==> src/rtl/modbus_rtu_poll_master_assert.svh <==
// ----------------------------------------------------------------------------
// modbus_rtu_poll_master assertion macros
// shared property forms for the poll master checks
// ----------------------------------------------------------------------------
`ifndef MODBUS_RTU_POLL_MASTER_ASSERT_SVH
`define MODBUS_RTU_POLL_MASTER_ASSERT_SVH

// same-cycle implication, sampled on clk, off while in reset
`define MRPM_ASSERT_NOW(lbl, ante, cons, msg) \
	lbl: assert property (@(posedge clk) disable iff (!arst_n) (ante) |-> (cons)) \
		else $error(msg);

// next-cycle implication, sampled on clk, off while in reset
`define MRPM_ASSERT_NEXT(lbl, ante, cons, msg) \
	lbl: assert property (@(posedge clk) disable iff (!arst_n) (ante) |=> (cons)) \
		else $error(msg);

`endif

==> src/rtl/mrpm_pkg.sv <==
// ----------------------------------------------------------------------------
// mrpm_pkg
// shared types, frame constants and request byte tables of the poll master
// ----------------------------------------------------------------------------
package mrpm_pkg;

	// receive store
	localparam int RX_DEPTH = 50;
	localparam int CNT_W    = $clog2(RX_DEPTH + 1);
	localparam int ADDR_W   = $clog2(RX_DEPTH);

	// poll timing
	localparam int AGE_W = 24;
	localparam logic [AGE_W-1:0] AGE_MAX  = '1;
	localparam logic [AGE_W-1:0] POLL_RST = 24'd10000;
	localparam logic [AGE_W-1:0] TMO_RST  = 24'd2000;

	// channel widths
	localparam int IDATA_W = 8;
	localparam int ODATA_W = 64;
	localparam int OUSER_W = 2;
	localparam int CFG_IDX_W = 1;

	// input item kind
	localparam logic ACT_TICK = 1'b0;
	localparam logic ACT_BYTE = 1'b1;

	// configuration register indexes
	localparam logic [CFG_IDX_W-1:0] CFG_POLL_INTERVAL = 1'b0;
	localparam logic [CFG_IDX_W-1:0] CFG_RESP_TIMEOUT  = 1'b1;

	// slave addresses
	localparam logic [1:0] UNIT_A = 2'd1;
	localparam logic [1:0] UNIT_B = 2'd2;

	// request frame
	localparam logic [7:0] FUNC_READ = 8'h03;
	localparam logic [7:0] START_HI  = 8'h03;
	localparam logic [7:0] START_LO  = 8'h0D;
	localparam logic [7:0] COUNT_HI  = 8'h00;
	localparam logic [7:0] COUNT_LO  = 8'h14;
	localparam logic [15:0] CRC_INIT = 16'hFFFF;
	localparam logic [15:0] CRC_POLY = 16'hA001;
	localparam int REQ_BYTES = 8;
	localparam int HDR_BYTES = 6;
	localparam int REQ_IDX_W = $clog2(REQ_BYTES);
	localparam logic [REQ_IDX_W-1:0] REQ_LAST = REQ_IDX_W'(REQ_BYTES - 1);

	// response frame: length byte plus address, function, length and crc
	localparam int LEN_W = 9;
	localparam logic [LEN_W-1:0] LEN_OVERHEAD = 9'd5;
	localparam logic [CNT_W-1:0] TOTAL_MIN = CNT_W'(20);
	localparam logic [CNT_W-1:0] TODAY_MIN = CNT_W'(46);

	// readout of the word bytes after a complete frame
	localparam int READ_N   = 8;
	localparam int RD_IDX_W = $clog2(READ_N + 1);
	localparam logic [RD_IDX_W-1:0] READ_DONE = RD_IDX_W'(READ_N);

	typedef enum logic [1:0] {
		KIND_REQUEST = 2'd0,
		KIND_OFFLINE = 2'd1,
		KIND_READING = 2'd2
	} kind_t;

	typedef struct packed {
		logic        today_valid;
		logic [15:0] today_energy_tenths;
		logic        total_valid;
		logic [15:0] total_energy_tenths;
		logic        unit_working;
		logic [15:0] grid_power_watts;
	} reading_t;

	typedef struct packed {
		kind_t      kind;
		logic [1:0] unit;
		reading_t   rd;
	} job_t;

	typedef struct packed {
		logic [1:0] polled_unit;
		logic       clear_count;
	} rx_ctl_t;

	typedef struct packed {
		logic busy;
		logic complete;
	} rx_sts_t;

	function automatic logic [7:0] hdr_byte(input logic [1:0] unit,
		input logic [REQ_IDX_W-1:0] idx);
		logic [7:0] b;
		case (idx)
			3'd0: b = {6'b0, unit};
			3'd1: b = FUNC_READ;
			3'd2: b = START_HI;
			3'd3: b = START_LO;
			3'd4: b = COUNT_HI;
			default: b = COUNT_LO;
		endcase
		return b;
	endfunction

	// crc-16 over the six header bytes, evaluated at elaboration only
	function automatic logic [15:0] req_crc(input logic [1:0] unit);
		logic [15:0] crc;
		crc = CRC_INIT;
		for (int i = 0; i < HDR_BYTES; i++) begin
			crc = crc ^ {8'h00, hdr_byte(unit, REQ_IDX_W'(i))};
			for (int j = 0; j < 8; j++) begin
				crc = crc[0] ? ((crc >> 1) ^ CRC_POLY) : (crc >> 1);
			end
		end
		return crc;
	endfunction

	localparam logic [15:0] CRC_A = req_crc(UNIT_A);
	localparam logic [15:0] CRC_B = req_crc(UNIT_B);

	function automatic logic [7:0] req_byte(input logic [1:0] unit,
		input logic [REQ_IDX_W-1:0] idx);
		logic [15:0] crc;
		logic [7:0]  b;
		crc = (unit == UNIT_B) ? CRC_B : CRC_A;
		case (idx)
			3'd6: b = crc[7:0];
			3'd7: b = crc[15:8];
			default: b = hdr_byte(unit, idx);
		endcase
		return b;
	endfunction

	// store positions of power, status, total and today words, high byte first
	function automatic logic [ADDR_W-1:0] rd_addr(input logic [2:0] i);
		logic [ADDR_W-1:0] a;
		unique case (i)
			3'd0: a = ADDR_W'(3);
			3'd1: a = ADDR_W'(4);
			3'd2: a = ADDR_W'(5);
			3'd3: a = ADDR_W'(6);
			3'd4: a = ADDR_W'(15);
			3'd5: a = ADDR_W'(16);
			3'd6: a = ADDR_W'(41);
			3'd7: a = ADDR_W'(42);
		endcase
		return a;
	endfunction

endpackage

==> src/rtl/mrpm_ram.sv <==
// ----------------------------------------------------------------------------
// mrpm_ram
// generic single write, single read ram with registered read data
// ----------------------------------------------------------------------------
module mrpm_ram #(
	parameter int WIDTH = 8,
	parameter int DEPTH = 64
) (
	input  logic                     clk,
	input  logic                     we,
	input  logic [$clog2(DEPTH)-1:0] waddr,
	input  logic [WIDTH-1:0]         wdata,
	input  logic                     re,
	input  logic [$clog2(DEPTH)-1:0] raddr,
	output logic [WIDTH-1:0]         rdata
);

	logic [WIDTH-1:0] mem_q [DEPTH];

	always_ff @(posedge clk) begin
		if (we) begin
			mem_q[waddr] <= wdata;
		end
		if (re) begin
			rdata <= mem_q[raddr];
		end
	end

endmodule

==> src/rtl/mrpm_rx.sv <==
// ----------------------------------------------------------------------------
// mrpm_rx
// response collector: byte store in ram, frame sync, word readout
// ----------------------------------------------------------------------------
`include "modbus_rtu_poll_master_assert.svh"

module mrpm_rx import mrpm_pkg::*; (
	input  logic         clk,
	input  logic         arst_n,
	input  logic         go,
	input  logic [7:0]   rx_byte,
	input  rx_ctl_t      ctl,
	output rx_sts_t      sts,
	output logic         job_valid,
	output job_t         job,
	input  logic         job_take
);

	typedef enum logic [1:0] {
		RX_IDLE,
		RX_READ,
		RX_HOLD
	} rx_state_t;

	rx_state_t            state_q;
	logic [CNT_W-1:0]     cnt_q;
	logic [7:0]           sh0_q, sh1_q, sh2_q;
	logic [RX_DEPTH-1:0]  vld_q;
	logic [RD_IDX_W-1:0]  rd_idx_q;
	logic                 rd_vld_q;
	logic [63:0]          words_q;
	logic [CNT_W-1:0]     frame_cnt_q;

	logic                 wr_en;
	logic [ADDR_W-1:0]    wr_addr;
	logic [7:0]           s0_n, s1_n, s2_n;
	logic [CNT_W-1:0]     cnt_sync, cnt_n;
	logic                 complete;
	logic                 rd_en;
	logic [ADDR_W-1:0]    raddr;
	logic [7:0]           ram_q;
	logic [7:0]           rd_byte;

	always_comb begin
		wr_en   = go && (cnt_q < CNT_W'(RX_DEPTH));
		wr_addr = cnt_q[ADDR_W-1:0];
		s0_n    = (wr_en && cnt_q == CNT_W'(0)) ? rx_byte : sh0_q;
		s1_n    = (wr_en && cnt_q == CNT_W'(1)) ? rx_byte : sh1_q;
		s2_n    = (wr_en && cnt_q == CNT_W'(2)) ? rx_byte : sh2_q;
		// address mismatch restarts, then a bad function byte restarts
		cnt_sync = (s0_n != {6'b0, ctl.polled_unit}) ? '0 : cnt_q;
		if (cnt_sync == CNT_W'(1) && s1_n != FUNC_READ) begin
			cnt_sync = '0;
		end
		cnt_n = wr_en ? cnt_sync + CNT_W'(1) : '0;
		complete = go && (s0_n == {6'b0, ctl.polled_unit}) && (s1_n == FUNC_READ)
			&& ({{(LEN_W-CNT_W){1'b0}}, cnt_n} == {1'b0, s2_n} + LEN_OVERHEAD);
	end

	assign rd_en   = (state_q == RX_READ) && (rd_idx_q != READ_DONE);
	assign raddr   = rd_addr(rd_idx_q[2:0]);
	assign rd_byte = rd_vld_q ? ram_q : 8'h00;

	mrpm_ram #(
		.WIDTH(8),
		.DEPTH(RX_DEPTH)
	) u_store (
		.clk  (clk),
		.we   (wr_en),
		.waddr(wr_addr),
		.wdata(rx_byte),
		.re   (rd_en),
		.raddr(raddr),
		.rdata(ram_q)
	);

	always_ff @(posedge clk or negedge arst_n) begin
		if (!arst_n) begin
			state_q     <= RX_IDLE;
			cnt_q       <= '0;
			sh0_q       <= '0;
			sh1_q       <= '0;
			sh2_q       <= '0;
			vld_q       <= '0;
			rd_idx_q    <= '0;
			rd_vld_q    <= 1'b0;
			words_q     <= '0;
			frame_cnt_q <= '0;
		end else begin
			if (ctl.clear_count) begin
				cnt_q <= '0;
			end else if (go) begin
				cnt_q <= cnt_n;
				sh0_q <= s0_n;
				sh1_q <= s1_n;
				sh2_q <= s2_n;
			end
			if (wr_en) begin
				vld_q[wr_addr] <= 1'b1;
			end
			if (rd_en) begin
				rd_vld_q <= vld_q[raddr];
			end
			unique case (state_q)
				RX_IDLE: begin
					if (complete) begin
						state_q     <= RX_READ;
						rd_idx_q    <= '0;
						frame_cnt_q <= cnt_n;
					end
				end
				RX_READ: begin
					// the registered read data here belongs to the read issued on the previous pass
					if (rd_idx_q != '0) begin
						words_q <= {words_q[55:0], rd_byte};
					end
					if (rd_idx_q == READ_DONE) begin
						state_q <= RX_HOLD;
					end else begin
						rd_idx_q <= rd_idx_q + RD_IDX_W'(1);
					end
				end
				RX_HOLD: begin
					if (job_take) begin
						state_q <= RX_IDLE;
					end
				end
				default: state_q <= RX_IDLE;
			endcase
		end
	end

	always_comb begin
		job.kind = KIND_READING;
		job.unit = sh0_q[1:0];
		job.rd.grid_power_watts    = words_q[63:48];
		job.rd.unit_working        = (words_q[47:32] != 16'h0000);
		job.rd.total_valid         = (frame_cnt_q >= TOTAL_MIN);
		job.rd.total_energy_tenths = job.rd.total_valid ? words_q[31:16] : 16'h0000;
		job.rd.today_valid         = (frame_cnt_q >= TODAY_MIN);
		job.rd.today_energy_tenths = job.rd.today_valid ? words_q[15:0] : 16'h0000;
	end

	assign job_valid    = (state_q == RX_HOLD);
	assign sts.busy     = (state_q != RX_IDLE);
	assign sts.complete = complete;

	`MRPM_ASSERT_NOW(a_rx_go_idle, go, state_q == RX_IDLE, "byte taken during frame readout")
	`MRPM_ASSERT_NEXT(a_rx_read_end, state_q == RX_READ && rd_idx_q == READ_DONE,
		state_q == RX_HOLD, "readout did not end in hold")

endmodule

==> src/rtl/mrpm_ctrl.sv <==
// ----------------------------------------------------------------------------
// mrpm_ctrl
// poll scheduler: tick aging, poll and timeout decisions, config registers
// ----------------------------------------------------------------------------
module mrpm_ctrl import mrpm_pkg::*; (
	input  logic                 clk,
	input  logic                 arst_n,
	input  logic                 go,
	input  logic                 action,
	input  logic                 cfg_we,
	input  logic [CFG_IDX_W-1:0] cfg_idx,
	input  logic [AGE_W-1:0]     cfg_wdata,
	input  rx_sts_t              rx_sts,
	output rx_ctl_t              rx_ctl,
	output logic                 job_valid,
	output job_t                 job
);

	logic [AGE_W-1:0] poll_q, tmo_q, age_q;
	logic             await_q, seen_q;
	logic [1:0]       unit_q;

	logic [AGE_W-1:0] age_inc;
	logic             is_tick, poll_hit, tmo_hit;
	logic [1:0]       next_unit;

	always_comb begin
		is_tick   = go && (action == ACT_TICK);
		age_inc   = (age_q == AGE_MAX) ? age_q : age_q + AGE_W'(1);
		poll_hit  = !await_q && ((age_inc > poll_q) || (age_inc == AGE_MAX));
		tmo_hit   = await_q && (age_inc > tmo_q);
		next_unit = (unit_q == UNIT_B) ? UNIT_A : UNIT_B;
	end

	always_comb begin
		job_valid = is_tick && (poll_hit || (tmo_hit && !seen_q));
		job.kind  = poll_hit ? KIND_REQUEST : KIND_OFFLINE;
		job.unit  = poll_hit ? next_unit : unit_q;
		job.rd    = '0;
		rx_ctl.polled_unit = unit_q;
		rx_ctl.clear_count = is_tick && poll_hit;
	end

	always_ff @(posedge clk or negedge arst_n) begin
		if (!arst_n) begin
			poll_q  <= POLL_RST;
			tmo_q   <= TMO_RST;
			age_q   <= AGE_MAX;
			await_q <= 1'b0;
			seen_q  <= 1'b0;
			unit_q  <= UNIT_A;
		end else begin
			if (cfg_we) begin
				unique case (cfg_idx)
					CFG_POLL_INTERVAL: poll_q <= cfg_wdata;
					CFG_RESP_TIMEOUT:  tmo_q  <= cfg_wdata;
				endcase
			end
			if (is_tick) begin
				if (poll_hit) begin
					age_q   <= '0;
					await_q <= 1'b1;
					seen_q  <= 1'b0;
					unit_q  <= next_unit;
				end else begin
					age_q <= age_inc;
					if (tmo_hit) begin
						await_q <= 1'b0;
					end
				end
			end else if (go) begin
				seen_q <= 1'b1;
				if (rx_sts.complete) begin
					await_q <= 1'b0;
				end
			end
		end
	end

endmodule

==> src/rtl/mrpm_emit.sv <==
// ----------------------------------------------------------------------------
// mrpm_emit
// result sequencer: holds one report and plays it out beat by beat
// ----------------------------------------------------------------------------
`include "modbus_rtu_poll_master_assert.svh"

module mrpm_emit import mrpm_pkg::*; (
	input  logic               clk,
	input  logic               arst_n,
	input  logic               load,
	input  job_t               job_in,
	output logic               can_load,
	output logic               m_tvalid,
	input  logic               m_tready,
	output logic [ODATA_W-1:0] m_tdata,
	output logic [OUSER_W-1:0] m_tuser,
	output logic               m_tlast
);

	logic                 valid_q;
	job_t                 job_q;
	logic [REQ_IDX_W-1:0] idx_q;
	logic [7:0]           tx;
	logic                 beat;

	always_comb begin
		tx       = (job_q.kind == KIND_REQUEST) ? req_byte(job_q.unit, idx_q) : 8'h00;
		m_tvalid = valid_q;
		m_tuser  = OUSER_W'(job_q.kind);
		m_tdata  = {{(ODATA_W - $bits(reading_t) - 10){1'b0}}, job_q.rd, job_q.unit, tx};
		m_tlast  = (job_q.kind != KIND_REQUEST) || (idx_q == REQ_LAST);
		beat     = valid_q && m_tready;
		can_load = !valid_q || (m_tready && m_tlast);
	end

	always_ff @(posedge clk or negedge arst_n) begin
		if (!arst_n) begin
			valid_q <= 1'b0;
			job_q   <= '0;
			idx_q   <= '0;
		end else begin
			if (load) begin
				valid_q <= 1'b1;
				job_q   <= job_in;
				idx_q   <= '0;
			end else if (beat && m_tlast) begin
				valid_q <= 1'b0;
			end else if (beat) begin
				idx_q <= idx_q + REQ_IDX_W'(1);
			end
		end
	end

	`MRPM_ASSERT_NOW(a_emit_load_free, load, can_load, "report loaded over a running one")
	`MRPM_ASSERT_NOW(a_emit_single_beat, valid_q && job_q.kind != KIND_REQUEST,
		idx_q == '0, "single-beat report with nonzero beat index")

endmodule

==> src/rtl/modbus_rtu_poll_master.sv <==
// ----------------------------------------------------------------------------
// modbus_rtu_poll_master
// modbus rtu master polling two slaves with read holding registers requests
// ----------------------------------------------------------------------------
// usage
//   s_* carries input items: s_tuser low is a millisecond tick, high is one
//   received serial byte in s_tdata. m_* carries reports: m_tuser is the kind
//   (request byte, unit offline, unit reading), m_tlast marks the last beat
//   an input item causes. cfg_* writes poll interval (index 0) and response
//   timeout (index 1); it is always ready and meant for idle periods.
//   an item enters a one-deep input stage and is decided once go allows. a
//   poll tick plays out 8 request beats, one per cycle while m_tready is high;
//   a timeout with no byte since the poll gives one offline beat. a byte that
//   completes a frame starts a readout of 8 store bytes through the single ram
//   read port, then holds the reading for the sequencer. other bytes go back
//   to back while the store is idle, also while a report waits on m_tready; a
//   tick waits for a free sequencer. when the receiver stalls, the report
//   holds and a tick or held reading stops input. reset clears the store valid
//   bits at once, no sweep; the first tick after reset starts a poll of unit 2.
// ----------------------------------------------------------------------------
module modbus_rtu_poll_master import mrpm_pkg::*; (
	input  logic                 clk,
	input  logic                 arst_n,
	input  logic                 s_tvalid,
	output logic                 s_tready,
	input  logic [IDATA_W-1:0]   s_tdata,   // rx_byte
	input  logic                 s_tuser,   // action
	output logic                 m_tvalid,
	input  logic                 m_tready,
	// tx_byte, unit_address, grid_power_watts, unit_working,
	// total_energy_tenths, total_valid, today_energy_tenths, today_valid
	output logic [ODATA_W-1:0]   m_tdata,
	output logic [OUSER_W-1:0]   m_tuser,   // report_kind
	output logic                 m_tlast,
	input  logic                 cfg_valid,
	output logic                 cfg_ready,
	input  logic [CFG_IDX_W-1:0] cfg_index,
	input  logic [AGE_W-1:0]     cfg_data
);

	logic         valid_s1;
	logic         action_s1;
	logic [7:0]   byte_s1;

	logic         go;
	rx_ctl_t      rx_ctl;
	rx_sts_t      rx_sts;
	logic         ctrl_job_valid, rx_job_valid;
	job_t         ctrl_job, rx_job;
	logic         can_load, rx_take, emit_load;
	job_t         emit_job;

	// a tick may emit, so it waits for a free sequencer; a byte only needs the store
	assign go = valid_s1 && !rx_sts.busy && ((action_s1 == ACT_BYTE) || can_load);
	assign s_tready  = !valid_s1 || go;
	assign cfg_ready = 1'b1;

	always_ff @(posedge clk or negedge arst_n) begin
		if (!arst_n) begin
			valid_s1  <= 1'b0;
			action_s1 <= ACT_TICK;
			byte_s1   <= '0;
		end else if (s_tready) begin
			valid_s1 <= s_tvalid;
			if (s_tvalid) begin
				action_s1 <= s_tuser;
				byte_s1   <= s_tdata;
			end
		end
	end

	mrpm_ctrl u_ctrl (
		.clk      (clk),
		.arst_n   (arst_n),
		.go       (go),
		.action   (action_s1),
		.cfg_we   (cfg_valid),
		.cfg_idx  (cfg_index),
		.cfg_wdata(cfg_data),
		.rx_sts   (rx_sts),
		.rx_ctl   (rx_ctl),
		.job_valid(ctrl_job_valid),
		.job      (ctrl_job)
	);

	mrpm_rx u_rx (
		.clk      (clk),
		.arst_n   (arst_n),
		.go       (go && (action_s1 == ACT_BYTE)),
		.rx_byte  (byte_s1),
		.ctl      (rx_ctl),
		.sts      (rx_sts),
		.job_valid(rx_job_valid),
		.job      (rx_job),
		.job_take (rx_take)
	);

	// a held reading and a decided tick never meet: go waits while rx is busy
	assign rx_take   = rx_job_valid && can_load;
	assign emit_load = rx_take || ctrl_job_valid;
	assign emit_job  = rx_job_valid ? rx_job : ctrl_job;

	mrpm_emit u_emit (
		.clk     (clk),
		.arst_n  (arst_n),
		.load    (emit_load),
		.job_in  (emit_job),
		.can_load(can_load),
		.m_tvalid(m_tvalid),
		.m_tready(m_tready),
		.m_tdata (m_tdata),
		.m_tuser (m_tuser),
		.m_tlast (m_tlast)
	);

endmodule
==> config.mk <==
export PLATFORM = sky130hd
export DESIGN_NAME = modbus_rtu_poll_master
export DESIGN_NICKNAME = d
export VERILOG_FILES = /design/src/rtl/mrpm_pkg.sv /design/src/rtl/mrpm_ram.sv /design/src/rtl/mrpm_rx.sv /design/src/rtl/mrpm_ctrl.sv /design/src/rtl/mrpm_emit.sv /design/src/rtl/modbus_rtu_poll_master.sv
export VERILOG_INCLUDE_DIRS = /design/src /design/src/rtl
export SDC_FILE = /design/constraint.sdc
export NUM_CORES = 1
export LEC_CHECK = 0
export BUFFER_PORTS_ARGS = -buffer_cell sky130_fd_sc_hd__buf_4
export CAP_MARGIN = 20
export CORE_MARGIN = 3
export CORE_UTILIZATION = 40
export CTS_CLUSTER_SIZE = 28
export DETAILED_ROUTE_END_ITERATION = 8
export PLACE_DENSITY = 0.57
export SYNTH_ARGS = -nofsm -noshare
export SYNTH_HDL_FRONTEND = slang
export SYNTH_SLANG_ARGS = --single-unit
==> constraint.sdc <==
create_clock -name clk -period 5.3 [get_ports clk]
set_clock_uncertainty 0.2 [all_clocks]
set_input_delay 1.59 -clock clk [delete_from_list [all_inputs] [get_ports clk]]
set_output_delay 1.59 -clock clk [all_outputs]
set_load 0.01 [all_outputs]
* Word-level counts from Yosys, hierarchy flattened
Memories as Yosys holds them, arrays and structs flattened. A register that Yosys moved wholly into a read port is not among the register bits.
Index checks and enable logic that the tools add are counted.
** Operators by class
- Multiplexer cells :: 47
- Add/subtract/negate cells :: 5
- Reductions and logical operators :: 61
- Eq/ne operators :: 29
- Bitwise gates (word level) :: 4
- $lt $le $gt $ge :: 8
** Operators by type and width (count)
- $mux W55 :: 1
- $or A50 B50 Y50 :: 1
- $eq A24 B24 Y1 const B :: 2
- $gt A24 B24 Y1 :: 2
- $mux W24 :: 2
- $mux W8 :: 5
- $mux W16 :: 2
- $mux W6 :: 5
- $add A24 B1 Y24 const B :: 1
- $logic_and A1 B1 Y1 :: 23
- $pmux W5 S4 :: 1
- $pmux W8 S2 :: 1
- $reduce_and A2 Y1 :: 8
- $reduce_bool A16 Y1 :: 1
- $reduce_bool A2 Y1 :: 8
- $mux W1 :: 15
- $lt A6 B7 Y1 const B :: 2
- $mux W14 :: 1
- $eq A6 B1 Y1 const B :: 2
- $mux W2 :: 5
- $add A8 B3 Y9 const B :: 1
- $eq A3 B3 Y1 const B :: 3
- $eq A6 B9 Y1 :: 1
- $mux W3 :: 3
- 35 further kinds :: 58
** Storage, ports and cells
- Flip-flop bits (word level) :: 302
- Input bits :: 39
- Memory bits (writable) :: 400
- Output and inout port bits :: 70
- Memories kept :: 2
- Bits in read-only memories :: 48
- Logic and storage cells :: 185
** Memory list
- u_rx.u_store.mem_q :: words 50, width 8, rd ports 1, clocked after memory_dff 1, write ports 1, RTL line mrpm_ram.sv:18 : logic [WIDTH-1:0] mem_q [DEPTH];
- (no name shown) :: words 8, width 6, rd ports 1, clocked after memory_dff 0, write ports 0, RTL line mrpm_pkg.sv:137 : unique case (i)

* Longest topological paths before layout
Gate-level depths: netlist of run 1.
- Depth after elaboration :: 22
- Depth in mapped cells :: 18
- Depth with buffers taken out :: 16

* By module
Synthesis of run 1 repeated with hierarchy kept, for this count alone.
** Unflattened totals
- Cell total of the unflattened synthesis :: 2419
- Area total of the unflattened synthesis :: 33022.9 µm²
** Modules (own cells, without submodules)
- mrpm_ram :: area an instance 16220.6 µm², cells an instance 905, times used 1, sequential area each 12251.8 µm²
- mrpm_rx :: area an instance 7588.5 µm², cells an instance 640, times used 1, sequential area each 3903.7 µm²
- mrpm_ctrl :: area an instance 5650.4 µm², cells an instance 611, times used 1, sequential area each 1946.9 µm²
- mrpm_emit :: area an instance 2459.9 µm², cells an instance 172, times used 1, sequential area each 1476.4 µm²
- modbus_rtu_poll_master :: area an instance 1103.6 µm², cells an instance 91, times used 1, sequential area each 250.2 µm²

* Worst setup path before layout of run 1
Ideal clock, no wire load.
- Path kind :: flip-flop to flip-flop
- Start :: register u_rx.rd_idx_q[0]
- End :: register u_rx.u_store.rdata[0], read port of u_rx.u_store.mem_q (data pin)
- Clock period less this slack :: 4.887 ns
- Library setup time :: 0.271 ns
- Buffers on the path :: 7
- Arrival :: 4.417 ns
- Stages on the path, launching flop included :: 15
- Setup slack :: 0.413 ns
- Required time :: 4.829 ns
- Path through :: dfrtp_1 buf_2 buf_1 clkbuf_1 clkbuf_1 inv_1 ha_1 clkbuf_1 clkbuf_1 clkbuf_1 mux4_2 a211oi_1 a31oi_1 a21oi_1 a21oi_1
** Between the ends
- Cells in the longest elaborated chain, start to end :: 2
- Elaborated cells on any way between the ends :: 3
- Those cells by class :: 1 x eq/ne; 1 x reduce/logical; 1 x memory
** RTL lines
- from (decl) :: RTL line mrpm_rx.sv:29 : logic [RD_IDX_W-1:0] rd_idx_q;
- from (signal assigned) :: RTL line mrpm_rx.sv:120 : rd_idx_q <= rd_idx_q + RD_IDX_W'(1);
- branches (longest 2 deep; another with $mem_v2 Z8 W6)
- to (decl) :: RTL line mrpm_ram.sv:15 : output logic [WIDTH-1:0] rdata
Several ways; the timed one is not identified.
A chain may end at the register's enable or synchronous reset.

* Worst setup path after layout of run 1
- Start :: register u_ctrl.age_q[0]
- End :: register u_emit.job_q, in the netlist u_emit.m_tdata[39]
** Between the ends
- Cells in the longest elaborated chain, start to end :: 8
- Elaborated cells on any way between the ends :: 13
- Those cells by class :: 1 x add/sub; 2 x order compare; 2 x eq/ne; 1 x mux; 7 x reduce/logical
** RTL lines
- from (decl) :: RTL line mrpm_ctrl.sv:19 : logic [AGE_W-1:0] poll_q, tmo_q, age_q;
- from (signal assigned) :: RTL line mrpm_ctrl.sv:66 : age_q <= age_inc;
- $add A24 B1 Y24 or $eq A24 B24 Y1 (tied branches) :: RTL line mrpm_ctrl.sv:29 : age_inc = (age_q == AGE_MAX) ? age_q : age_q + AGE_W'(1);
- $mux W24 (*) :: RTL line mrpm_ctrl.sv:29
- $gt A24 B24 Y1, or another cell as far along :: RTL line mrpm_ctrl.sv:30 : poll_hit = !await_q && ((age_inc > poll_q) || (age_inc == AGE_MAX));
- $logic_or A1 B1 Y1 or $logic_and A1 B1 Y1 (tied branches) :: RTL line mrpm_ctrl.sv:30, mrpm_ctrl.sv:31
- $logic_and A1 B1 Y1, on equally long branches :: RTL line mrpm_ctrl.sv:30, mrpm_ctrl.sv:36
- $logic_or A1 B1 Y1 (*) :: RTL line mrpm_ctrl.sv:36 : job_valid = is_tick && (poll_hit || (tmo_hit && !seen_q));
- $logic_and A1 B1 Y1 (*) :: RTL line mrpm_ctrl.sv:36
- $logic_or A1 B1 Y1 (*) :: RTL line modbus_rtu_poll_master.sv:100 : assign emit_load = rx_take || ctrl_job_valid;
- to (signal assigned) :: RTL line mrpm_emit.sv:44 : job_q <= job_in;
- to (decl) :: RTL line mrpm_emit.sv:21 : job_t job_q;
Every way passes the cells marked *; elsewhere a longest branch is shown, timed or not.

==> results.txt, run 1 <==
Final setup viols: 0
Core Util, Final: 47.02%
RSZ-0062 raised after global routing: no
crit end category: flop
status: complete, no violations
Cell Chain, Critical Path: ha_1 > nand3_1 > nor3_1 > and2_1 > nor4_1 > or2_2 > ha_1 > and3_1 > nand3_1 > nor3_1 > o31a_1 > o31ai_1 > buf_4 > o221ai_2 > nor2_4 > buf_12 > a22o_1
FMAX: 206.2 MHz
Clock Latency Late Sink: 0.62 ns
P_leak: 13.72 nW
layout cells sized above 1: 27.15%
DRC: 0
CP startpoint kind: flop
GR Overflow Total: 0
Yosys Warn Count: 0
sequential share of the synthesized area: 64.87%
Area Growth Syn to Fin: 15.48%
Post-Syn Instances: 2106
period utilization: 91.51%
# nets final: 2341
root buffer cell: clkbuf_16
DPL Wire Length: 47320 um
TritonCTS clock tree: built
crit-path max FO: 33
I/O Pins: 109
Die ar.: 79780 um^2
synthesized area: 30570 um^2
worst endpoint required time: 5.60 ns
cell at the slowest stage of the critical path: dfstp_2
wire length per cell: 22.46 um
worst slack at placement: 0.3000 ns
DR pass1 iterations: 5
initial antenna violation count: 0
Critical Path AT: 5.15 ns
max-slew violations: 0
IO buf count: 104
Post-synth EDFFs: 408
hold_ws: 0.2666 ns
r2r setup slk: 0.45 ns
vias in the first global route: 18799
total routed wirelength: 73550 um
slew margin rel.: 26.64%
Hold WC Path Type: reg2reg
Yosys reg bits: 709
Pwr Density: 348.3 nW/um^2
Final GP Congestion: 0.8475
largest net degree at the start of global routing: 109
post-route ant nets: 0
Primary FF master, synth: edfxtp_1
H-tree Lvls: 3
mean post-synth cell area: 14.52 um^2
diode count: 0
postcts setup bufs: 0
worst setup margin: 0.4499 ns
fin area: 35300 um^2
first-pass GRT wire length: 114100 um
Tmin final: 4.850 ns
worst vdd ir: 0.2479 mV
Area after DPL: 32740 um^2
Die X: 282.4 um
Setup TNS: 0 ns
worst slew pin tran: 1.096 ns
core area: 75070 um^2
initial core utilization: 40.72%
Total GRT Usage: 18.66%
Vert. Die Dim: 282.4 um
Final Hold Vio Count: 0
clk buf depth: 3
Rows: 100
CP Class: reg2reg
DR vias: 18075
count of different cell masters after synthesis: 78
drt via density: 5.519
max cap viols: 0
Worst-path clk slew: 0.06 ns
CP max stage delay: 0.62 ns
Starting DRT DRC Count: 1263
fraction of registers with async set/reset: 42.45%
clk sinks: 709
CTS Buf Count: 77
[metrics by stage]
stage | cells | power (mW)
global placement | 3127 | 7.108
detailed placement | 3129 | 7.147
floorplan | 2108 | 6.795
CTS | 3272 | 12.44
global route | 3275 | 12.77
finish | 3275 | 12.30
[flip-flops by register name, summed over array words and instances (netlist names), 2 cells and up]
| signal | flops |
|---|---|
| u_ctrl.age_q | 24 |
| byte_s1 | 8 |
| u_rx.u_store.rdata | 8 |
| u_ctrl.unit_q | 2 |
| u_rx.sh0_q | 8 |
| u_rx.cnt_q | 6 |
| u_emit.m_tuser | 2 |
| u_ctrl.poll_q | 24 |
| u_rx.rd_idx_q | 4 |
| u_emit.idx_q | 3 |
| u_emit.m_tdata | 53 |
| u_ctrl.tmo_q | 24 |
| u_rx.u_store.mem_q | 400 |
| u_rx.vld_q | 50 |
| u_rx.sh2_q | 8 |
| u_rx.sh1_q | 8 |
| u_rx.frame_cnt_q | 5 |
| u_rx.words_q | 64 |
| u_rx.state_q | 2 |
[cells in the mapped netlist, types with 10 or more instances]
cell type,number,area share [%]
inv_1,84,1.0
edfxtp_1,408,40
ha_1,60,2.5
a22o_1,53,1.5
xor2_1,14,0.40
clkbuf_1,76,0.93
nor3_1,24,0.39
or2_2,54,1.1
nor4_1,15,0.31
nand4_1,19,0.39
a211oi_1,47,1.2
o211ai_1,10,0.25
xnor2_1,14,0.40
a21oi_1,50,0.82
a31oi_1,24,0.49
mux2_2,117,4.3
a21o_1,12,0.29
mux2i_1,27,0.88
o21ai_0,69,1.1
dfstp_2,36,3.1
nand2_1,176,2.2
mux4_2,108,8.0
nor2_1,106,1.3
buf_2,14,0.23
nor2b_1,13,0.27
and2_1,30,0.61
dfrtp_1,265,22
buf_1,15,0.18
nand3_1,36,0.59
[repair_timing]
item / 4_1_cts / 5_1_grt
endpoints found under the setup margin: 0 / 54
hold buffers: 0 / 0
resized for setup: 0 / 2
[layout make-up]
class / instances / area (um^2)
Timing Repair Buffer: 166 / 1363
Tap cell: 969 / 1212
Multi-Input combinational cell: 1204 / 10080
Inverter: 84 / 315.3
Clock buffer: 111 / 2167
Fill cell: 6589 / 39770
Clock inverter: 32 / 325.3
Sequential cell: 709 / 19840
[report_power, final]
| part | total [mW] | switching, mW | internal [mW] |
|---|---|---|---|
| clock network | 5.26 | 2.20 | 3.06 |
| registers | 6.22 | 0.131 | 6.09 |
| logic | 0.818 | 0.503 | 0.316 |
[kinds of logic after synthesis]
logic type / count (synthesis) / synth area share, %
multiplexers: 256 / 13.30
AND/OR/NAND/NOR: 526 / 8.513
other: 2 / 0.02457
adder cells (fa/ha/maj): 60 / 2.456
flip-flops: 709 / 64.87
buffers and inverters: 195 / 2.517
XOR/XNOR: 30 / 0.9496
AO/OA/AOI/OAI: 328 / 7.376
[worst max-delay path, delay by kind of cell, from the launching register on]
kind / cells / cell delay (ns)
compound gates: 4 / 0.82
fa+ha+maj: 2 / 0.56
buf+inv: 2 / 0.38
flops: 1 / 0.62
simple gates: 9 / 2.12
[worst paths after layout]
| path | from | endpoint | cells past startpoint |
|---|---|---|---|
| min in group asynchronous | arst_n | u_ctrl.tmo_q[2] | 1 |
| max in group asynchronous | arst_n | u_ctrl.age_q[23] | 2 |
| min reg2reg | u_rx.vld_q[20] | u_rx.vld_q[20] | 1 |
| min | u_rx.vld_q[20] | u_rx.vld_q[20] | 1 |
| max | u_ctrl.age_q[0] | u_emit.m_tdata[39] | 17 |
| max reg2reg | u_ctrl.age_q[0] | u_emit.m_tdata[39] | 17 |
[routing by layer]
layer | up-vias | share of wire [%] | GRT usage [%]
li1 | 8210 | - | -
met1 | 9269 | 44 | 25.26
met2 | 479 | 49 | 31.12
met3 | 117 | 5.2 | 3.400
met4 | 0 | 2.4 | 5.117
met5 | - | 0 | 0
[cell usage in the layout, fill, tap and decap left out, types with 27 or more instances in the layout]
cell type / count
edfxtp_1: 408
dfrtp_1: 256
nand2_1: 176
buf_4: 155
mux2_2: 117
mux4_2: 108
nor2_1: 105
inv_1: 84
clkbuf_16: 79
o21ai_0: 69
ha_1: 59
or2_2: 54
a22o_1: 53
a21oi_1: 48
a211oi_1: 47
nand3_1: 36
dfstp_2: 36
and2_1: 30
mux2i_1: 27
Power figures use the tool's default switching activity.
==> run 2, diff against run 1 <==
--- a/config.mk
+++ b/config.mk
@@ -6,6 +6,7 @@
 export SDC_FILE = /design/constraint.sdc
 export NUM_CORES = 1
 export LEC_CHECK = 0
+export ABC_AREA = 1
 export BUFFER_PORTS_ARGS = -buffer_cell sky130_fd_sc_hd__buf_4
 export CAP_MARGIN = 20
 export CORE_MARGIN = 3
==> results.txt, run 2 <==
status: complete, no violations
FMAX: 213.5 MHz (+3.6%)
Vert. Die Dim: 284.6 um (+0.75%)
total routed wirelength: 81200 um (+10%)
DRC: 0 (unchanged)
max reg flops: 400 (unchanged)
grt met2 use: 32.31% (+1.2 points)
cell with the most instances after synthesis: o21ai_0
synthesized area: 31040 um^2 (+1.5%)
clk sinks: 709 (unchanged)
worst vdd ir: 0.2078 mV (-16%)
I/O Pins: 109 (unchanged)
Post-synth EDFFs: 408 (unchanged)
CP Class: reg2reg
CP startpoint kind: flop
Critical Path AT: 4.99 ns (-0.16 ns)
worst setup margin: 0.6163 ns (+0.1664 ns)
fraction of registers with async set/reset: 42.45% (unchanged)
largest net degree at the start of global routing: 216 (+98%)
most common cell after layout, fill and taps aside: o21ai_0
CTS Hold Bufs: 0 (unchanged)
most frequent cells in the layout: o21ai_0 (494), nand2_1 (430), edfxtp_1 (408)
initial core utilization: 40.60% (-0.12 points)
Final GP Congestion: 0.8625 (+1.8%)
Pwr Density: 425.7 nW/um^2 (+22%)
P_leak: 14.28 nW (+4.1%)
r2r setup slk: 0.62 ns (+0.17 ns)
Yosys top cell area share: 39.47% (-0.61 points)
layout cells sized above 1: 13.16% (-14 points)
GR Overflow Total: 0 (unchanged)
Die X: 284.6 um (+0.75%)
DR vias: 22266 (+23%)
crit end category: flop
post-route ant nets: 0 (unchanged)
initial antenna violation count: 0 (unchanged)
Setup TNS: 0 ns (unchanged)
CTS Buf Count: 78 (+1.3%)
Clock Latency Late Sink: 0.62 ns (about the same)
count of different cell masters after synthesis: 55 (-29%)
fillers: 7048 (+7.0%)
Reg-to-Reg Start: u_ctrl.age_q[0]
Final setup viols: 0 (unchanged)
Die ar.: 80980 um^2 (+1.5%)
fin area: 35500 um^2 (+0.56%)
vias in the first global route: 22182 (+18%)
RSZ-0062 raised after global routing: no
IO buf count: 104 (unchanged)
synth top area cells: edfxtp_1 (39%), dfrtp_1 (21%), o21ai_0 (8.0%), nand2_1 (5.2%), nor2_1 (4.7%)
wire length per cell: 19.41 um (-14%)
TritonCTS clock tree: built
Post-Syn Instances: 3005 (+43%)
Area Growth Syn to Fin: 14.36%
Primary FF master, synth: edfxtp_1
r2r worst-path depth: 23 (+6)
worst slack at placement: 0.6379 ns (+0.3378 ns)
clk buf depth: 3 (unchanged)
mean post-synth cell area: 10.33 um^2 (-29%)
worst slew pin tran: 1.070 ns (-0.02624 ns)
Yosys reg bits: 709 (unchanged)
Area after DPL: 32980 um^2 (+0.73%)
core area: 76450 um^2 (+1.8%)
Hold WC Path Type: reg2reg
period utilization: 88.37% (-3.1 points)
DR pass1 iterations: 5 (unchanged)
Register Area: 19840 um^2 (unchanged)
DPL Wire Length: 52180 um (+10%)
drt via density: 5.323 (-3.6%)
Worst-path clk slew: 0.06 ns (about the same)
grt peak-use layer: met2
diode count: 0 (unchanged)
top post-synthesis cells by count: o21ai_0 (494), nand2_1 (430), edfxtp_1 (408)
Crit Reg-Reg Endpoint: u_emit.m_tdata[33]
crit path from: u_ctrl.age_q[0]
Tmin final: 4.684 ns (-0.1664 ns)
root buffer cell: clkbuf_16
multi-input logic area: 9554 um^2 (-5.2%)
Starting DRT DRC Count: 1741 (+38%)
H-tree Lvls: 3 (unchanged)
GR Util met3: 4.146% (+0.75 points)
Total GRT Usage: 19.90% (+1.2 points)
max cap viols: 0 (unchanged)
register with the most flip-flops: u_rx.u_store.mem_q
postcts setup bufs: 0 (unchanged)
post_cts resized: 0 (unchanged)
sequential share of the synthesized area: 63.88% (-0.99 points)
worst endpoint required time: 5.61 ns (about the same)
Rows: 101 (+1.0%)
max-slew violations: 0 (unchanged)
# nets final: 3192 (+36%)
Yosys Warn Count: 0 (unchanged)
Yosys top cell by area: edfxtp_1
Setup crit end: u_emit.m_tdata[33]
Final Hold Vio Count: 0 (unchanged)
slew margin rel.: 28.66% (+2.0 points)
first-pass GRT wire length: 127100 um (+11%)
grt met1 use: 26.74% (+1.5 points)
crit-path max FO: 38 (+15%)
[run 2: cell count changes in the layout (fill, tap and decap cells not counted), moves of 24 or more]
cell,change
mux2_2,-114
inv_1,+172
mux2i_1,-27
a211oi_1,-43
nor2_1,+280
nand4_1,+24
a22o_1,-53
nand3_1,+70
nand2_1,+254
and2_1,-28
o22ai_1,+104
mux4_2,-108
o21ai_0,+425
[run 2: kinds of logic after synthesis]
group | after synthesis | synth area share, %
fa+ha+maj | 60 | 2.418
flops | 709 | 63.88
other cells | 2 | 0.02419
buf+inv | 423 | 5.457
xor+xnor | 20 | 0.5643
mux | 3 | 0.1088
compound gates | 720 | 12.56
simple gates | 1068 | 14.99
[run 2: layout make-up]
| class | count | share of cell area (%) |
|---|---|---|
| Clock buffer | 108 | 6.016 |
| Inverter | 267 | 2.837 |
| Timing Repair Buffer | 162 | 3.694 |
| Tap cell | 1030 | 3.630 |
| Sequential cell | 709 | 55.89 |
| Clock inverter | 32 | 1.015 |
| Multi-Input combinational cell | 1875 | 26.91 |
[run 2: stage by stage]
| step | total power, mW | util, % | instances | hold slack [ns] |
|---|---|---|---|---|
| after floorplan | 8.793 | - | 3007 | 0.2194 |
| after global placement | 9.820 | 43.14 | 4042 | 0.2348 |
| after detailed placement | 9.917 | 43.14 | 4042 | 0.2382 |
| after CTS | 15.26 | 46.41 | 4182 | 0.2533 |
| after global routing | 15.88 | 46.43 | 4183 | 0.2766 |
| final | 15.11 | 46.43 | 4183 | 0.2544 |
[run 2: per-layer routing]
layer,part of all wire (%),vias up
met2,47,672
met1,43,10942
met4,3.1,0
met3,6.4,150
met5,0,-
li1,-,10502
[run 2: worst min path at each step]
stage / from / endpoint / slack, ns / cells after the start
6_report: u_rx.vld_q[1] / u_rx.vld_q[1] / 0.25 / 2
5_1_grt: u_rx.vld_q[3] / u_rx.vld_q[3] / 0.28 / 2
4_1_cts: u_rx.vld_q[1] / u_rx.vld_q[1] / 0.25 / 2
3_5_place_dp: u_rx.vld_q[1] / u_rx.vld_q[1] / 0.24 / 2
3_3_place_gp: u_rx.vld_q[1] / u_rx.vld_q[1] / 0.23 / 2
2_1_floorplan: u_rx.vld_q[1] / u_rx.vld_q[1] / 0.22 / 2
[run 2: critical path: stages, from the launching register on]
cell,delay (ns)
dfstp_2,0.56
ha_1,0.20
inv_1,0.08
nor3_2,0.23
nand2_1,0.14
nor2_1,0.14
nand2_1,0.23
buf_4,0.29
nand2_1,0.16
ha_1,0.27
a21oi_1,0.16
nor2_1,0.06
a211oi_1,0.17
nor2_1,0.06
a2111oi_0,0.35
nand3_1,0.12
nand2_1,0.10
nand2_2,0.10
nand3_4,0.12
nand2_2,0.11
inv_2,0.30
buf_12,0.25
nand2_1,0.07
o21ai_0,0.08
[run 2: power by group]
| group | switching, mW | internal (mW) | total, mW |
|---|---|---|---|
| Sequential | 0.439 | 6.67 | 7.11 |
| Clock | 2.16 | 3.16 | 5.32 |
| Combinational | 1.87 | 0.813 | 2.68 |
==> run 3, diff against run 2 <==
--- a/config.mk
+++ b/config.mk
@@ -7,7 +7,7 @@
 export NUM_CORES = 1
 export LEC_CHECK = 0
 export ABC_AREA = 1
-export BUFFER_PORTS_ARGS = -buffer_cell sky130_fd_sc_hd__buf_4
+export BUFFER_PORTS_ARGS = -buffer_cell sky130_fd_sc_hd__buf_2
 export CAP_MARGIN = 20
 export CORE_MARGIN = 3
 export CORE_UTILIZATION = 40
==> results.txt, run 3 (synthesis gave the netlist of run 2 again) <==
DR pass1 iterations: 5 (unchanged)
Worst-path clk slew: 0.06 ns (about the same)
core area: 76450 um^2 (unchanged)
root buffer cell: clkbuf_16
most common cell after layout, fill and taps aside: o21ai_0
CTS Hold Bufs: 0 (unchanged)
layout cells sized above 1: 13.34% (+0.18 points)
GR Overflow Total: 0 (unchanged)
worst hold stages: 2 (unchanged)
Final setup viols: 0 (unchanged)
Clock Latency Late Sink: 0.64 ns (+0.02 ns)
CTS Buf Count: 78 (unchanged)
# nets final: 3192 (unchanged)
slew margin rel.: 25.06% (-3.6 points)
RSZ-0062 raised after global routing: no
initial antenna violation count: 0 (unchanged)
DRC: 0 (unchanged)
largest net degree at the start of global routing: 216 (unchanged)
total routed wirelength: 82040 um (+1.0%)
Pwr Density: 428.8 nW/um^2 (+0.73%)
register with the most flip-flops: u_rx.u_store.mem_q
max reg flops: 400 (unchanged)
P_leak: 14.26 nW (-0.12%)
Rows: 101 (unchanged)
Starting DRT DRC Count: 1849 (+6.2%)
clk buf depth: 3 (unchanged)
Final Total Pwr: 15.13 mW (+0.11%)
period utilization: 86.36% (-2.0 points)
Final GP Congestion: 0.8719 (+1.1%)
Setup TNS: 0 ns (unchanged)
crit end category: flop
crit path from: u_ctrl.age_q[0]
Die X: 284.6 um (unchanged)
most frequent CP cell: o21ai_0
initial core utilization: 40.60% (unchanged)
post-route ant nets: 0 (unchanged)
worst slew pin tran: 1.124 ns (+0.05408 ns)
I/O Pins: 109 (unchanged)
CP max stage delay: 0.58 ns (+0.02 ns)
r2r worst-path depth: 21 (-8.7%)
diode count: 0 (unchanged)
worst endpoint required time: 5.62 ns (about the same)
Final Hold Vio Count: 0 (unchanged)
wire length per cell: 19.60 um (+0.96%)
DPL Wire Length: 51040 um (-2.2%)
CP Class: reg2reg
post_cts resized: 0 (unchanged)
status: complete, no violations
FMAX: 218.5 MHz (+2.3%)
Tmin final: 4.577 ns (-0.1067 ns)
Total GRT Usage: 20.15% (+0.24 points)
Cell Chain, Critical Path: ha_1 > inv_1 > nor3_2 > nand2_1 > nor2_1 > nand2_1 > buf_4 > o21ai_0 > ha_1 > a21oi_1 > o21ai_0 > o21ai_0 > nand2_1 > nand4_1 > o21ai_0 > inv_1 > nand2_2 > inv_2 > buf_12 > nand2_1 > o21ai_0
Area Growth Syn to Fin: 13.66%
clk sinks: 709 (unchanged)
H-tree Lvls: 3 (unchanged)
CP startpoint kind: flop
drt via density: 5.325 (about the same)
Die ar.: 80980 um^2 (unchanged)
most frequent cells in the layout: o21ai_0 (494), nand2_1 (430), edfxtp_1 (408)
min-delay src: u_rx.vld_q[1]
vias in the first global route: 22089 (-0.42%)
IO buf count: 104 (unchanged)
Hold WC Path Type: reg2reg
Critical Path AT: 4.90 ns (-0.09 ns)
crit-path max FO: 54 (+42%)
first-pass GRT wire length: 128600 um (+1.2%)
max cap viols: 0 (unchanged)
Reg-to-Reg Start: u_ctrl.age_q[0]
worst vdd ir: 0.2371 mV (+14%)
cell at the slowest stage of the critical path: dfstp_2
DR vias: 22292 (+0.12%)
TritonCTS clock tree: built
max-slew violations: 0 (unchanged)
postcts setup bufs: 0 (unchanged)
Vert. Die Dim: 284.6 um (unchanged)
## run 3: cell count changes in the layout (fill, tap and decap cells not counted), sizes merged
cell / before / now
bufinv: 7 / 3
clkinvlp: 0 / 3
clkbuf: 108 / 112
inv: 266 / 264
clkinv: 26 / 28
## run 3: critical path, delay by kind of cell (launching register included)
kind	cells	cell delay, ns
simple gates	8	1.27
compound gates	6	0.98
buf+inv	5	0.84
fa+ha+maj	2	0.58
flops	1	0.58
## run 3: metal layers
layer | GRT usage (%) | wire length (um) | part of all wire (%) | up-vias
met5 | 0 | 0 | 0 | -
met2 | 33.02 | 38700 | 47 | 615
met1 | 27.72 | 36920 | 45 | 11047
li1 | - | - | - | 10503
met3 | 3.103 | 4338 | 5.3 | 127
met4 | 6.134 | 2085 | 2.5 | 0
## run 3: stage by stage
step                cells  setup slack (ns)  hold WS, ns  area [um^2]  util (%)
global placement     4043            0.8969       0.2344        32730     42.81
global route         4186            0.2385       0.2754        35280     46.15
finish               4186            0.7230       0.2526        35280     46.15
detailed placement   4043            0.7314       0.2378        32730     42.81
CTS                  4186            0.7127       0.2508        35280     46.15
floorplan            3007             1.549       0.2194        31050         -
## run 3: area by class of cell
cell class / instances / area [um^2]
timing repair buffer: 162 / 1041
clock inverter: 31 / 316.6
sequential: 709 / 19840
fill: 7123 / 41170
tap: 1030 / 1289
multi-input combinational: 1875 / 9554
inverter: 267 / 1007
clock buffer: 112 / 2232
## run 3: worst paths after layout
| check | to | slack [ns] |
|---|---|---|
| min in group asynchronous | u_ctrl.poll_q[14] | 0.77 |
| max reg2reg | u_emit.m_tdata[32] | 0.72 |
| max | u_emit.m_tdata[32] | 0.72 |
| max in group asynchronous | u_rx.words_q[50] | 3.17 |
| min | u_rx.vld_q[1] | 0.25 |
| min reg2reg | u_rx.vld_q[1] | 0.25 |
## run 3: power breakdown
group          switching, mW  internal, mW  leakage, nW
Clock                   2.25          3.10         1.24
Combinational           1.96         0.756         5.46
Sequential             0.384          6.68         7.57
